===== src/hw/rtl/round_robin_flow_queue_scheduler_top_defines.svh =====
// ----------------------------------------------------------------------------
// Round-robin flow queue scheduler: assertion macros
// Shared concurrent-assertion helpers, clocked on clk_i and disabled in reset.
// ----------------------------------------------------------------------------
`ifndef ROUND_ROBIN_FLOW_QUEUE_SCHEDULER_TOP_DEFINES_SVH
`define ROUND_ROBIN_FLOW_QUEUE_SCHEDULER_TOP_DEFINES_SVH

`ifndef SYNTHESIS
// Condition holds at every clock edge
`define RRFQS_ASSERT(label, expr) \
  label: assert property (@(posedge clk_i) disable iff (!rst_ni) (expr)) \
    else $error("assertion failed");
// Consequent holds in the same cycle as the antecedent
`define RRFQS_IMPLIES(label, ante, cons) \
  label: assert property (@(posedge clk_i) disable iff (!rst_ni) (ante) |-> (cons)) \
    else $error("assertion failed");
// Consequent holds in the cycle after the antecedent
`define RRFQS_NEXT(label, ante, cons) \
  label: assert property (@(posedge clk_i) disable iff (!rst_ni) (ante) |=> (cons)) \
    else $error("assertion failed");
`else
`define RRFQS_ASSERT(label, expr)
`define RRFQS_IMPLIES(label, ante, cons)
`define RRFQS_NEXT(label, ante, cons)
`endif

`endif


===== src/hw/rtl/rrfqs_pkg.sv =====
// ----------------------------------------------------------------------------
// Round-robin flow queue scheduler package
// Word types, status codes, controller states and command/status bundles.
// ----------------------------------------------------------------------------
`timescale 1ns / 1ps

package rrfqs_pkg;

  // Request kinds
  typedef enum logic [0:0] {
    REQ_ENQ = 1'b0,
    REQ_DEQ = 1'b1
  } req_e;

  // Result status codes
  typedef enum logic [1:0] {
    STATUS_OK         = 2'd0,
    STATUS_EMPTY      = 2'd1,
    STATUS_TABLE_FULL = 2'd2,
    STATUS_QUEUE_FULL = 2'd3
  } status_e;

  // Input word
  typedef struct packed {
    req_e        req_type;
    logic [15:0] flow_id;
    logic [15:0] packet_id;
  } req_t;

  // Output word
  typedef struct packed {
    status_e     status;
    logic [15:0] out_packet_id;
    logic [15:0] out_flow_id;
  } rsp_t;

  // Controller states
  typedef enum logic [2:0] {
    ST_IDLE,
    ST_START,
    ST_LK_CHK,
    ST_DQ_CHK,
    ST_DQ_PKT,
    ST_RESP
  } state_e;

  // Commands from controller to datapath
  typedef struct packed {
    logic    load_req;
    logic    lk_start;
    logic    lk_next;
    logic    alloc_wr;
    logic    enq_wr;
    logic    dq_start;
    logic    dq_next;
    logic    dq_take;
    logic    res_set;
    logic    res_pkt;
    status_e res_status;
    logic    out_load;
  } cmd_t;

  // Status from datapath to controller
  typedef struct packed {
    logic req_deq;
    logic no_flows;
    logic table_full;
    logic key_match;
    logic idx_last;
    logic queue_full;
    logic queue_nonempty;
    logic steps_last;
    logic out_free;
  } sts_t;

endpackage


===== src/hw/rtl/rrfqs_ram.sv =====
// ----------------------------------------------------------------------------
// Generic RAM
// One write port and one read port with registered read data.
// ----------------------------------------------------------------------------
`timescale 1ns / 1ps

module rrfqs_ram #(
  parameter int WIDTH = 16,
  parameter int DEPTH = 16
) (
  input  logic                     clk_i,
  input  logic                     we_i,
  input  logic [$clog2(DEPTH)-1:0] waddr_i,
  input  logic [WIDTH-1:0]         wdata_i,
  input  logic                     re_i,
  input  logic [$clog2(DEPTH)-1:0] raddr_i,
  output logic [WIDTH-1:0]         rdata_o
);

  logic [WIDTH-1:0] mem_q [DEPTH];
  logic [WIDTH-1:0] rdata_q;

  // Write and registered read
  always_ff @(posedge clk_i) begin
    if (we_i) begin
      mem_q[waddr_i] <= wdata_i;
    end
    if (re_i) begin
      rdata_q <= mem_q[raddr_i];
    end
  end

  assign rdata_o = rdata_q;

endmodule


===== src/hw/rtl/rrfqs_ctrl.sv =====
// ----------------------------------------------------------------------------
// Scheduler controller
// Sequences flow lookup, allocation, enqueue, round-robin scan and result.
// ----------------------------------------------------------------------------
`timescale 1ns / 1ps

module rrfqs_ctrl (
  input  logic              clk_i,
  input  logic              rst_ni,
  input  logic              in_valid_i,
  output logic              in_stall_o,
  input  rrfqs_pkg::sts_t   sts_i,
  output rrfqs_pkg::cmd_t   cmd_o
);

  rrfqs_pkg::state_e state_q, state_d;

  // State register
  always_ff @(posedge clk_i or negedge rst_ni) begin
    if (!rst_ni) begin
      state_q <= rrfqs_pkg::ST_IDLE;
    end else begin
      state_q <= state_d;
    end
  end

  // Next state and commands
  always_comb begin
    state_d = state_q;
    cmd_o   = '0;
    case (state_q)
      rrfqs_pkg::ST_IDLE: begin
        if (in_valid_i) begin
          cmd_o.load_req = 1'b1;
          state_d        = rrfqs_pkg::ST_START;
        end
      end
      rrfqs_pkg::ST_START: begin
        if (sts_i.req_deq) begin
          if (sts_i.no_flows) begin
            cmd_o.res_set    = 1'b1;
            cmd_o.res_status = rrfqs_pkg::STATUS_EMPTY;
            state_d          = rrfqs_pkg::ST_RESP;
          end else begin
            cmd_o.dq_start = 1'b1;
            state_d        = rrfqs_pkg::ST_DQ_CHK;
          end
        end else if (sts_i.no_flows) begin
          // first flow ever: allocate slot zero straight away
          cmd_o.alloc_wr   = 1'b1;
          cmd_o.res_set    = 1'b1;
          cmd_o.res_status = rrfqs_pkg::STATUS_OK;
          state_d          = rrfqs_pkg::ST_RESP;
        end else begin
          cmd_o.lk_start = 1'b1;
          state_d        = rrfqs_pkg::ST_LK_CHK;
        end
      end
      rrfqs_pkg::ST_LK_CHK: begin
        if (sts_i.key_match) begin
          cmd_o.res_set = 1'b1;
          if (sts_i.queue_full) begin
            cmd_o.res_status = rrfqs_pkg::STATUS_QUEUE_FULL;
          end else begin
            cmd_o.enq_wr     = 1'b1;
            cmd_o.res_status = rrfqs_pkg::STATUS_OK;
          end
          state_d = rrfqs_pkg::ST_RESP;
        end else if (sts_i.idx_last) begin
          cmd_o.res_set = 1'b1;
          if (sts_i.table_full) begin
            cmd_o.res_status = rrfqs_pkg::STATUS_TABLE_FULL;
          end else begin
            cmd_o.alloc_wr   = 1'b1;
            cmd_o.res_status = rrfqs_pkg::STATUS_OK;
          end
          state_d = rrfqs_pkg::ST_RESP;
        end else begin
          cmd_o.lk_next = 1'b1;
        end
      end
      rrfqs_pkg::ST_DQ_CHK: begin
        if (sts_i.queue_nonempty) begin
          cmd_o.dq_take = 1'b1;
          state_d       = rrfqs_pkg::ST_DQ_PKT;
        end else if (sts_i.steps_last) begin
          cmd_o.res_set    = 1'b1;
          cmd_o.res_status = rrfqs_pkg::STATUS_EMPTY;
          state_d          = rrfqs_pkg::ST_RESP;
        end else begin
          cmd_o.dq_next = 1'b1;
        end
      end
      rrfqs_pkg::ST_DQ_PKT: begin
        cmd_o.res_set    = 1'b1;
        cmd_o.res_pkt    = 1'b1;
        cmd_o.res_status = rrfqs_pkg::STATUS_OK;
        state_d          = rrfqs_pkg::ST_RESP;
      end
      rrfqs_pkg::ST_RESP: begin
        if (sts_i.out_free) begin
          cmd_o.out_load = 1'b1;
          state_d        = rrfqs_pkg::ST_IDLE;
        end
      end
      default: begin
        state_d = rrfqs_pkg::ST_IDLE;
      end
    endcase
  end

  assign in_stall_o = (state_q != rrfqs_pkg::ST_IDLE);

endmodule


===== src/hw/rtl/rrfqs_dp.sv =====
// ----------------------------------------------------------------------------
// Scheduler datapath
// Flow-state memory, packet memory, slot counters and the output register.
// ----------------------------------------------------------------------------
`timescale 1ns / 1ps
`include "round_robin_flow_queue_scheduler_top_defines.svh"

module rrfqs_dp #(
  parameter int MAX_FLOWS   = 16,
  parameter int QUEUE_DEPTH = 16
) (
  input  logic              clk_i,
  input  logic              rst_ni,
  input  rrfqs_pkg::req_t   in_word_i,
  input  rrfqs_pkg::cmd_t   cmd_i,
  output rrfqs_pkg::sts_t   sts_o,
  input  logic              out_stall_i,
  output logic              out_valid_o,
  output rrfqs_pkg::rsp_t   out_word_o
);

  localparam int SLOT_W    = $clog2(MAX_FLOWS);
  localparam int NUM_W     = $clog2(MAX_FLOWS + 1);
  localparam int PTR_W     = $clog2(QUEUE_DEPTH);
  localparam int CNT_W     = $clog2(QUEUE_DEPTH + 1);
  localparam int PKT_DEPTH = MAX_FLOWS * QUEUE_DEPTH;
  localparam int PADDR_W   = $clog2(PKT_DEPTH);
  localparam int ENT_W     = 16 + 2 * PTR_W + CNT_W;

  // Per-flow state held in one memory word
  typedef struct packed {
    logic [15:0]      key;
    logic [PTR_W-1:0] head;
    logic [PTR_W-1:0] tail;
    logic [CNT_W-1:0] count;
  } entry_t;

  rrfqs_pkg::req_t     req_q;
  rrfqs_pkg::rsp_t     res_q;
  rrfqs_pkg::rsp_t     out_word_q;
  logic                out_valid_q;
  logic [SLOT_W-1:0]   idx_q;
  logic [SLOT_W-1:0]   steps_q;
  logic [SLOT_W-1:0]   ptr_q;
  logic [NUM_W-1:0]    nflows_q;
  logic [15:0]         key_q;

  logic                fr_re, fr_we;
  logic [SLOT_W-1:0]   fr_raddr, fr_waddr;
  logic [ENT_W-1:0]    fr_rdata;
  entry_t              fr_rd_ent, fr_wr_ent;

  logic                pr_re, pr_we;
  logic [PADDR_W-1:0]  pk_addr;
  logic [15:0]         pr_rdata;
  logic [SLOT_W-1:0]   pk_slot;
  logic [PTR_W-1:0]    pk_pos;

  logic [SLOT_W-1:0]   idx_inc, idx_wrap, new_slot;
  logic                idx_last, steps_last;
  logic [PTR_W-1:0]    head_nx, tail_nx;

  assign fr_rd_ent = entry_t'(fr_rdata);
  assign new_slot  = nflows_q[SLOT_W-1:0];

  // Slot index stepping, wrapping at the number of flows in use
  assign idx_inc    = idx_q + SLOT_W'(1);
  assign idx_last   = (NUM_W'(idx_q) + NUM_W'(1)) == nflows_q;
  assign idx_wrap   = idx_last ? '0 : idx_inc;
  assign steps_last = (NUM_W'(steps_q) + NUM_W'(1)) == nflows_q;

  // Circular queue pointer advance
  assign head_nx = (fr_rd_ent.head == PTR_W'(QUEUE_DEPTH - 1)) ? '0
                                                              : fr_rd_ent.head + PTR_W'(1);
  assign tail_nx = (fr_rd_ent.tail == PTR_W'(QUEUE_DEPTH - 1)) ? '0
                                                              : fr_rd_ent.tail + PTR_W'(1);

  // Flow-state memory access
  always_comb begin
    fr_re = cmd_i.lk_start | cmd_i.lk_next | cmd_i.dq_start | cmd_i.dq_next;
    if (cmd_i.lk_start) begin
      fr_raddr = '0;
    end else if (cmd_i.lk_next) begin
      fr_raddr = idx_inc;
    end else if (cmd_i.dq_start) begin
      fr_raddr = ptr_q;
    end else begin
      fr_raddr = idx_wrap;
    end

    fr_we     = cmd_i.alloc_wr | cmd_i.enq_wr | cmd_i.dq_take;
    fr_waddr  = cmd_i.alloc_wr ? new_slot : idx_q;
    fr_wr_ent = fr_rd_ent;
    if (cmd_i.alloc_wr) begin
      fr_wr_ent.key   = req_q.flow_id;
      fr_wr_ent.head  = '0;
      fr_wr_ent.tail  = PTR_W'(1);
      fr_wr_ent.count = CNT_W'(1);
    end else if (cmd_i.enq_wr) begin
      fr_wr_ent.tail  = tail_nx;
      fr_wr_ent.count = fr_rd_ent.count + CNT_W'(1);
    end else begin
      fr_wr_ent.head  = head_nx;
      fr_wr_ent.count = fr_rd_ent.count - CNT_W'(1);
    end
  end

  // Packet memory address: slot base plus queue position
  always_comb begin
    pr_we   = cmd_i.alloc_wr | cmd_i.enq_wr;
    pr_re   = cmd_i.dq_take;
    pk_slot = cmd_i.alloc_wr ? new_slot : idx_q;
    if (cmd_i.alloc_wr) begin
      pk_pos = '0;
    end else if (cmd_i.dq_take) begin
      pk_pos = fr_rd_ent.head;
    end else begin
      pk_pos = fr_rd_ent.tail;
    end
    pk_addr = PADDR_W'(pk_slot) * PADDR_W'(QUEUE_DEPTH) + PADDR_W'(pk_pos);
  end

  rrfqs_ram #(
    .WIDTH (ENT_W),
    .DEPTH (MAX_FLOWS)
  ) u_flow_ram (
    .clk_i   (clk_i),
    .we_i    (fr_we),
    .waddr_i (fr_waddr),
    .wdata_i (fr_wr_ent),
    .re_i    (fr_re),
    .raddr_i (fr_raddr),
    .rdata_o (fr_rdata)
  );

  rrfqs_ram #(
    .WIDTH (16),
    .DEPTH (PKT_DEPTH)
  ) u_pkt_ram (
    .clk_i   (clk_i),
    .we_i    (pr_we),
    .waddr_i (pk_addr),
    .wdata_i (req_q.packet_id),
    .re_i    (pr_re),
    .raddr_i (pk_addr),
    .rdata_o (pr_rdata)
  );

  // Control registers: flow count, service pointer, output valid
  always_ff @(posedge clk_i or negedge rst_ni) begin
    if (!rst_ni) begin
      nflows_q    <= '0;
      ptr_q       <= '0;
      out_valid_q <= 1'b0;
    end else begin
      if (cmd_i.alloc_wr) begin
        nflows_q <= nflows_q + NUM_W'(1);
      end
      if (cmd_i.dq_take) begin
        ptr_q <= idx_wrap;
      end
      if (cmd_i.out_load) begin
        out_valid_q <= 1'b1;
      end else if (!out_stall_i) begin
        out_valid_q <= 1'b0;
      end
    end
  end

  // Payload registers
  always_ff @(posedge clk_i) begin
    if (cmd_i.load_req) begin
      req_q <= in_word_i;
    end
    if (cmd_i.lk_start) begin
      idx_q <= '0;
    end else if (cmd_i.lk_next) begin
      idx_q <= idx_inc;
    end else if (cmd_i.dq_start) begin
      idx_q   <= ptr_q;
      steps_q <= '0;
    end else if (cmd_i.dq_next) begin
      idx_q   <= idx_wrap;
      steps_q <= steps_q + SLOT_W'(1);
    end
    if (cmd_i.dq_take) begin
      key_q <= fr_rd_ent.key;
    end
    if (cmd_i.res_set) begin
      res_q.status        <= cmd_i.res_status;
      res_q.out_packet_id <= cmd_i.res_pkt ? pr_rdata : '0;
      res_q.out_flow_id   <= cmd_i.res_pkt ? key_q : '0;
    end
    if (cmd_i.out_load) begin
      out_word_q <= res_q;
    end
  end

  // Status back to the controller
  assign sts_o.req_deq        = (req_q.req_type == rrfqs_pkg::REQ_DEQ);
  assign sts_o.no_flows       = (nflows_q == '0);
  assign sts_o.table_full     = (nflows_q == NUM_W'(MAX_FLOWS));
  assign sts_o.key_match      = (fr_rd_ent.key == req_q.flow_id);
  assign sts_o.idx_last       = idx_last;
  assign sts_o.queue_full     = (fr_rd_ent.count == CNT_W'(QUEUE_DEPTH));
  assign sts_o.queue_nonempty = (fr_rd_ent.count != '0);
  assign sts_o.steps_last     = steps_last;
  assign sts_o.out_free       = !out_valid_q || !out_stall_i;

  assign out_valid_o = out_valid_q;
  assign out_word_o  = out_word_q;

  // Flow count stays within the table
  `RRFQS_ASSERT(a_nflows_range, nflows_q <= NUM_W'(MAX_FLOWS))
  // Service pointer points at an allocated slot
  `RRFQS_IMPLIES(a_ptr_in_use, nflows_q != '0, NUM_W'(ptr_q) < nflows_q)
  // Allocation grows the table by exactly one
  `RRFQS_NEXT(a_alloc_grows, cmd_i.alloc_wr, nflows_q == NUM_W'($past(nflows_q) + 1))
  // A new result never overwrites one still waiting
  `RRFQS_IMPLIES(a_out_no_overwrite, cmd_i.out_load, !out_valid_q || !out_stall_i)

endmodule


===== src/hw/rtl/round_robin_flow_queue_scheduler_top.sv =====
// ----------------------------------------------------------------------------
// Round-robin flow queue scheduler
// Per-flow packet FIFOs with first-arrival slot allocation and round-robin
// service across flows.
// ----------------------------------------------------------------------------
// Each input word is an enqueue (flow id, packet id) or a dequeue, and gives
// exactly one output word. Words are handled one at a time. An enqueue
// compares flow slots in order up to a match or, for a new flow or a full
// table, through all the flows in use. A dequeue examines slots from the
// service pointer up to the first one with a packet queued, or through all
// the flows in use when nothing is queued. The scan of the flow-state memory
// covers one slot per cycle. A stalled output delays the return to idle
// until the output register is free. The output register lets a new word be
// accepted while the last result is still stalled. Memories need no clearing
// after reset.
// ----------------------------------------------------------------------------
`timescale 1ns / 1ps

module round_robin_flow_queue_scheduler_top #(
  parameter int MAX_FLOWS   = 16,
  parameter int QUEUE_DEPTH = 16
) (
  input  logic              clk_i,
  input  logic              rst_ni,
  input  logic              in_valid_i,
  output logic              in_stall_o,
  input  rrfqs_pkg::req_t   in_word_i,
  output logic              out_valid_o,
  input  logic              out_stall_i,
  output rrfqs_pkg::rsp_t   out_word_o
);

  rrfqs_pkg::cmd_t cmd;
  rrfqs_pkg::sts_t sts;

  // Sequencer
  rrfqs_ctrl u_ctrl (
    .clk_i      (clk_i),
    .rst_ni     (rst_ni),
    .in_valid_i (in_valid_i),
    .in_stall_o (in_stall_o),
    .sts_i      (sts),
    .cmd_o      (cmd)
  );

  // Storage and arithmetic
  rrfqs_dp #(
    .MAX_FLOWS   (MAX_FLOWS),
    .QUEUE_DEPTH (QUEUE_DEPTH)
  ) u_dp (
    .clk_i       (clk_i),
    .rst_ni      (rst_ni),
    .in_word_i   (in_word_i),
    .cmd_i       (cmd),
    .sts_o       (sts),
    .out_stall_i (out_stall_i),
    .out_valid_o (out_valid_o),
    .out_word_o  (out_word_o)
  );

endmodule


===== config.mk =====
export PLATFORM = sky130hd
export DESIGN_NAME = round_robin_flow_queue_scheduler_top
export DESIGN_NICKNAME = d
export VERILOG_FILES = /design/src/hw/rtl/rrfqs_pkg.sv /design/src/hw/rtl/rrfqs_ram.sv /design/src/hw/rtl/rrfqs_ctrl.sv /design/src/hw/rtl/rrfqs_dp.sv /design/src/hw/rtl/round_robin_flow_queue_scheduler_top.sv
export VERILOG_INCLUDE_DIRS = /design/src /design/src/hw/rtl
export SDC_FILE = /design/constraint.sdc
export NUM_CORES = 2
export LEC_CHECK = 0
export BUFFER_PORTS_ARGS = -buffer_cell sky130_fd_sc_hd__buf_2
export CAP_MARGIN = 5
export CORE_AREA = 2 2 571 573
export CTS_CLUSTER_SIZE = 20
export DETAILED_ROUTE_END_ITERATION = 8
export DIE_AREA = 0 0 573 575
export PLACE_DENSITY = 0.72
export SYNTH_ARGS = -nofsm -noshare
export SYNTH_HDL_FRONTEND = slang
export SYNTH_HIERARCHICAL = 1
export SYNTH_MEMORY_MAX_BITS = 65536
export SYNTH_SLANG_ARGS = --single-unit

===== constraint.sdc =====
create_clock -name clk_i -period 9.2 [get_ports clk_i]
set_input_delay 1.38 -clock clk_i [delete_from_list [all_inputs] [get_ports clk_i]]
set_output_delay 1.38 -clock clk_i [all_outputs]
set_load 0.1 [all_outputs]

# Yosys cells after proc, flatten, opt, wreduce, memory -nomap -nowiden
# Memories as Yosys holds them, arrays and structs flattened. A register that Yosys moved wholly into a read port is not among the register bits.
# Index checks and enable logic that the tools add are counted.
# op_classes
add_sub_neg	10
eq_ne	17
muxes	73
bitwise	7
reduce_logical	11
# op_table
cell	count
4-bit two-way mux	15
1-bit two-way mux	35
3-bit two-way mux	9
3-bit case mux with 6 select lines	1
4-bit by 1-bit adder with 4-bit output (second input constant)	4
16-bit equality test	1
16-bit two-way mux	1
2-bit two-way mux	7
13-bit two-way mux	1
4-bit by 1-bit adder with 5-bit output (second input constant)	2
5-bit by 1-bit adder with 5-bit output (second input constant)	2
5-bit equality test	2
5-bit equality test (second input constant)	2
8-bit by 4-bit adder with 8-bit output	1
4-bit equality test (second input constant)	2
3-bit by 2-bit equality test with 1-bit output (second input constant)	2
3-bit equality test (second input constant)	2
3-bit by 2-bit != test with 1-bit output (second input constant)	2
2-bit case mux with 3 select lines	1
3-bit nonzero test	2
5-bit logical NOT	1
5-bit two-way mux	1
1-bit bitwise OR	5
5-bit nonzero test	1
13 further kinds	16
# word_totals
regBits	138
ramBits	4560
output_inout_bits	36
elab_cells	136
mem_count	2
# memory_table
memory	depth	word_bits	read_ports	rd_clocked_by_memory_dff	write_ports	line_no	rtl
u_dp.u_pkt_ram.mem_q	256	16	1	1	1	rrfqs_ram.sv:20	logic [WIDTH-1:0] mem_q [DEPTH];
u_dp.u_flow_ram.mem_q	16	29	1	1	1	rrfqs_ram.sv:20	

# Logic depth before layout (Yosys ltp)
# depth
word_depth	9
depth_mapped	25

# Hierarchy
# Netlist, hierarchy kept.
# modules_own_cells
module	instances	cells_each	area_each_um2	seq_area_each_um2
rrfqs_ram at u_dp.u_pkt_ram	1	7360	158874.9	123478.4
rrfqs_ram at u_dp.u_flow_ram	1	761	18322.6	14804.2
rrfqs_dp	1	397	5805.6	3963.8
rrfqs_ctrl	1	58	419.2	75.1

# Worst setup path after synthesis
# OpenSTA, ideal clock, no wires.
# synth_timing
kind	register to register
startpoint	reg u_ctrl.state_q[2]
endpoint	mem u_dp/u_flow_ram/mem_q[0][0] (netlist name), enable pin
setup_time_ns	0.451
arrival_time_ns	6.207
setup_slack_ns	2.542
path_stages_with_launch	7
path_buffers	2
synth_period_minus_slack_ns	6.658
path_cell_list	dfrtp_1 > buf_6 > clkbuf_1 > nor3b_1 > or3_1 > or3b_2 > nor3_1
# synth_lines
item	line_no	rtl
from (decl)	rrfqs_ctrl.sv:16	rrfqs_pkg::state_e state_q, state_d;
from (signal assigned)	rrfqs_ctrl.sv:21	state_q <= rrfqs_pkg::ST_IDLE;
from (signal assigned)	rrfqs_ctrl.sv:23	state_q <= state_d;
to (decl)	rrfqs_ram.sv:20	

==> flow_metrics.py <==
metrics = {
    "synth": {
        "count_of_flip_flops_with_a_built_in_enable_after_synthesis": 4726,
        "synthCells": 8576,
        "ys_warn_count": 6,
        "synth.cell_area_sq_um": 183000,
        "synth_fp_nets": 8623,
        "synth-main-ff-cell": "sky130_fd_sc_hd__edfxtp_1",
        "ys_top_cells_by_area": "sky130_fd_sc_hd__edfxtp_1 77%, sky130_fd_sc_hd__mux4_2 11%, sky130_fd_sc_hd__mux2i_1 3.1%",
        "yosysSeqAreaShare_pct": 77.6,
        "synth_cell_types": 81,
        "postSynth.asyncResetShare_pct": 0.274,
        "yosysTopAreaCellShare_pct": 77.4,
        "library_cell_with_the_largest_summed_area_after_synthesis": "sky130_fd_sc_hd__edfxtp_1",
        "ys_seq_elements": 4743,
        "synth.avg_cell_area_sq_um": 21.4,
    },
    "routing": {
        "postRouteAntennaNets": 0,
        "drt_pre_antenna_iters": 8,
        "vias_per_cell": 6.79,
        "drc": 0,
        "routed_wire_length_um": 471000,
        "routedWlPerCell_um": 34.3,
        "dr_total_vias": 93100,
        "drt_first_iter_violations": 15200,
    },
    "power": {
        "clock_power_share_pct": 26.1,
        "internal_power_uw": 46000,
        "pwr_density_cell_nw_per_um2": 344,
        "power.combinational.fraction_pct": 37.1,
        "power_switching_uw": 24500,
        "finalPower_uw": 70500,
        "power_switching_share_pct": 34.7,
        "vdd_ir_drop_max_uv": 591,
        "share_of_total_power_in_sequential_cells_pct": 36.8,
        "leakage_uw": 0.0646,
    },
    "critical_path": {
        "setup.worst_path.start_class": "flop",
        "cp_max_fo": 39,
        "endpoint_kind": "flop",
        "worst-endpoint-arrival_ns": 8.37,
        "critPathKind": "flop to flop",
        "cp.required_ns": 9.99,
    },
    "status": {
        "failed_checks": "capacitance limit, slew limit",
        "run_status": "finished, violations left",
    },
    "placed_design": {
        "gp_routability_congestion": 0.901,
        "portBuffers": 72,
        "preCtsSetupSlack_ns": 1.91,
        "dpl.hpwl_um": 268000,
    },
    "run": {
        "maxCapViolations": 1,
    },
    "timing": {
        "layout_setup_ws_ns": 1.61,
        "slew_headroom_pct": -1.95,
        "minimum_period_implied_by_the_final_worst_setup_slack_ns": 7.59,
        "final_max_slew_viol_count": 2,
        "tightest_slew_ns": 1.52,
        "finalSetupTns_ns": 0,
        "layout_worst_path_cycle_share_pct": 82.5,
        "hold_viol": 0,
        "rsz0062_at_grt": "false",
        "max_freq_mhz": 132,
        "skew_ns": 0.0574,
        "timing.final.setup_violations": 0,
    },
    "grt": {
        "gr-usage-all-layers_pct": 28.2,
        "first_global_vias": 89700,
        "groute.layer.met3.usage_pct": 6.76,
        "use_met1_pct": 41.1,
        "antenna_found_initial": 22,
        "grtUsageMet2_pct": 42.7,
        "global_route_wire_length_before_repair_um": 666000,
        "grt_start_max_net_pins": 217,
        "grt.busiest_layer": "met2",
        "grt_overflow_total": 0,
    },
    "clock_network": {
        "number_of_buffers_created_by_cts": 447,
        "post_cts_setup_inserts": 0,
        "clkSlewWorstSetupHoldPaths_ns": 0.07,
        "clock_sinks": 4743,
        "cts_tree": "yes",
        "clock_path_buffers": 4,
        "hold_buffers_post_cts": 0,
        "post_cts.resized_instances": 0,
        "root_buffer": "sky130_fd_sc_hd__clkbuf_16",
        "worstSkewPairLatency_ns": 0.99,
        "htreeDepth": 5,
    },
    "finish": {
        "synthToLayoutAreaGrowth_pct": 11.7,
        "drive_gt1_share_pct": 24.1,
        "number_of_nets_in_the_layout": 9042,
        "layout.core_utilization_pct": 63.4,
    },
    "floorplanning": {
        "io_pins": 73,
        "initial_standard_cell_utilization_of_the_core_pct": 56.7,
        "fp.dieArea_sq_um": 329000,
        "core_area_sq_um": 323000,
        "rows": 209,
        "die_width_um": 573,
        "die-height_um": 575,
    },
    "hold_path": {
        "hold_path.class": "input port to asynchronous set/reset pin",
    },
}
[cells in the final DEF, fill, tap and decap left out, types with 72 or more instances in the layout]
cell type	n
sky130_fd_sc_hd__nor2_1	274
sky130_fd_sc_hd__mux2_2	107
sky130_fd_sc_hd__buf_4	386
sky130_fd_sc_hd__a22oi_1	103
sky130_fd_sc_hd__clkbuf_1	95
sky130_fd_sc_hd__edfxtp_1	4726
sky130_fd_sc_hd__nand2_1	91
sky130_fd_sc_hd__o22ai_1	151
sky130_fd_sc_hd__buf_2	72
sky130_fd_sc_hd__clkinv_2	81
sky130_fd_sc_hd__mux4_2	907
sky130_fd_sc_hd__o221ai_1	252
sky130_fd_sc_hd__mux2i_1	571
sky130_fd_sc_hd__clkinv_1	101
sky130_fd_sc_hd__clkbuf_16	451
sky130_fd_sc_hd__a21oi_1	190
sky130_fd_sc_hd__nor3_1	94
[Yosys cell counts (19+ instances only)]
library cell and count:
sky130_fd_sc_hd__clkbuf_1 259, sky130_fd_sc_hd__o221ai_1 252, sky130_fd_sc_hd__a221oi_1 29, sky130_fd_sc_hd__nor3_1 100, sky130_fd_sc_hd__o21ai_0 47, sky130_fd_sc_hd__mux2i_1 571
sky130_fd_sc_hd__a211oi_1 19, sky130_fd_sc_hd__buf_1 33, sky130_fd_sc_hd__buf_6 86, sky130_fd_sc_hd__o22ai_1 151, sky130_fd_sc_hd__buf_4 29, sky130_fd_sc_hd__mux2_2 108
sky130_fd_sc_hd__nor2_1 346, sky130_fd_sc_hd__a22oi_1 103, sky130_fd_sc_hd__o32ai_1 20, sky130_fd_sc_hd__a21oi_1 190, sky130_fd_sc_hd__buf_2 95, sky130_fd_sc_hd__xnor2_1 30
sky130_fd_sc_hd__nand2_1 92, sky130_fd_sc_hd__a22o_1 32, sky130_fd_sc_hd__mux4_2 907, sky130_fd_sc_hd__nor4_1 21, sky130_fd_sc_hd__nand4_1 32, sky130_fd_sc_hd__edfxtp_1 4726
sky130_fd_sc_hd__and2_1 35, sky130_fd_sc_hd__nand3_1 41
[sequential cells by signal (all words and copies together) (netlist names)]
signal                   flops
u_dp/u_pkt_ram/mem_q      4096
u_dp/u_flow_ram/mem_q      464
u_dp/out_word_o             34
u_dp/res_q                  34
u_dp/req_q                  32
u_dp/u_flow_ram/rdata_o     29
u_dp/key_q                  16
u_dp/u_pkt_ram/rdata_o      16
u_dp/nflows_q                5
u_dp/idx_q                   4
u_dp/ptr_q                   4
u_dp/steps_q                 4
u_ctrl/state_q               3
u_dp/out_valid_o             1
u_dp/sts_o                   1
[layer usage]
| layer | up-vias | share of wire [%] | routed length [um] |
|---|---|---|---|
| li1 | 37100 | - | - |
| met1 | 48900 | 38 | 177000 |
| met3 | 791 | 13 | 59400 |
| met4 | 18 | 3.4 | 16100 |
| met2 | 6258 | 46 | 218000 |
| met5 | - | 0.049 | 230 |
[path summary, 6_finish.rpt]
kind | start | endpoint | slack [ns] | cells past startpoint
worst max-delay path | u_dp/idx_q[0] | u_dp/u_pkt_ram/rdata_o[8] | 1.61 | 15
worst min-delay path | rst_ni | u_dp/out_valid_o | 0.37 | 1
worst max register to register | u_dp/idx_q[0] | u_dp/u_pkt_ram/rdata_o[8] | 1.61 | 15
worst min register to register | u_dp/res_q[13] | u_dp/out_word_o[13] | 0.42 | 0
max in group asynchronous | rst_ni | u_dp/ptr_q[3] | 8.48 | 1
min in group clk_i | u_dp/res_q[13] | u_dp/out_word_o[13] | 0.42 | 0
[power by group through the flow]
stage	sequential [uW]	clock [uW]	combinational (uW)
global placement	26300	0	25400
detailed placement	26300	0	25800
floorplan	26900	0	17300
finish	25900	18400	26100
CTS	25900	18600	25900
global route	25900	19400	27200
[critical path: stages (launching register included)]
cell	delay [ns]
sky130_fd_sc_hd__dfxtp_1	0.62
sky130_fd_sc_hd__ha_1	0.37
sky130_fd_sc_hd__xor2_1	0.17
sky130_fd_sc_hd__nor2_1	0.17
sky130_fd_sc_hd__o21a_1	0.19
sky130_fd_sc_hd__and3_1	0.38
sky130_fd_sc_hd__or4b_1	0.53
sky130_fd_sc_hd__o21ai_4	0.19
sky130_fd_sc_hd__buf_4	0.59
sky130_fd_sc_hd__mux2_8	0.53
sky130_fd_sc_hd__inv_6	0.33
sky130_fd_sc_hd__nand2_1	0.72
sky130_fd_sc_hd__buf_4	0.47
sky130_fd_sc_hd__o31ai_1	0.98
sky130_fd_sc_hd__o32ai_1	0.63
sky130_fd_sc_hd__nor4_1	0.42
[cells by family (layout without fill, tap and decap cells)]
kind of cell | count (synthesis) | in the layout | synth area share [%]
fa+ha+maj | 10 | 10 | 0.0723
xor+xnor | 38 | 38 | 0.181
simple gates | 754 | 754 | 1.93
compound gates | 902 | 902 | 3.52
flops | 4743 | 4743 | 77.6
mux | 1593 | 1593 | 15.0
buf+inv | 536 | 1335 | 1.69
other cells | 0 | 12 | 0
[through the flow]
stage	hold WS, ns	area, sq um	cells
3_5_place_dp	0.405	190000	12900
2_1_floorplan	0.400	183000	8576
4_1_cts	0.322	205000	13700
3_3_place_gp	0.407	190000	12900
6_report	0.368	205000	13700
5_1_grt	0.377	205000	13700
[cell type report]
cell class | instances | area, sq um
Sequential cell | 4743 | 142000
Fill cell | 21100 | 118000
Multi-Input combinational cell | 3297 | 38500
Clock buffer | 553 | 11700
Tap cell | 4325 | 5410
Timing Repair Buffer | 489 | 3880
Clock inverter | 276 | 2880
Inverter | 17 | 76.3
Antenna cell | 12 | 30.0
(Power assumes the default switching activity.)
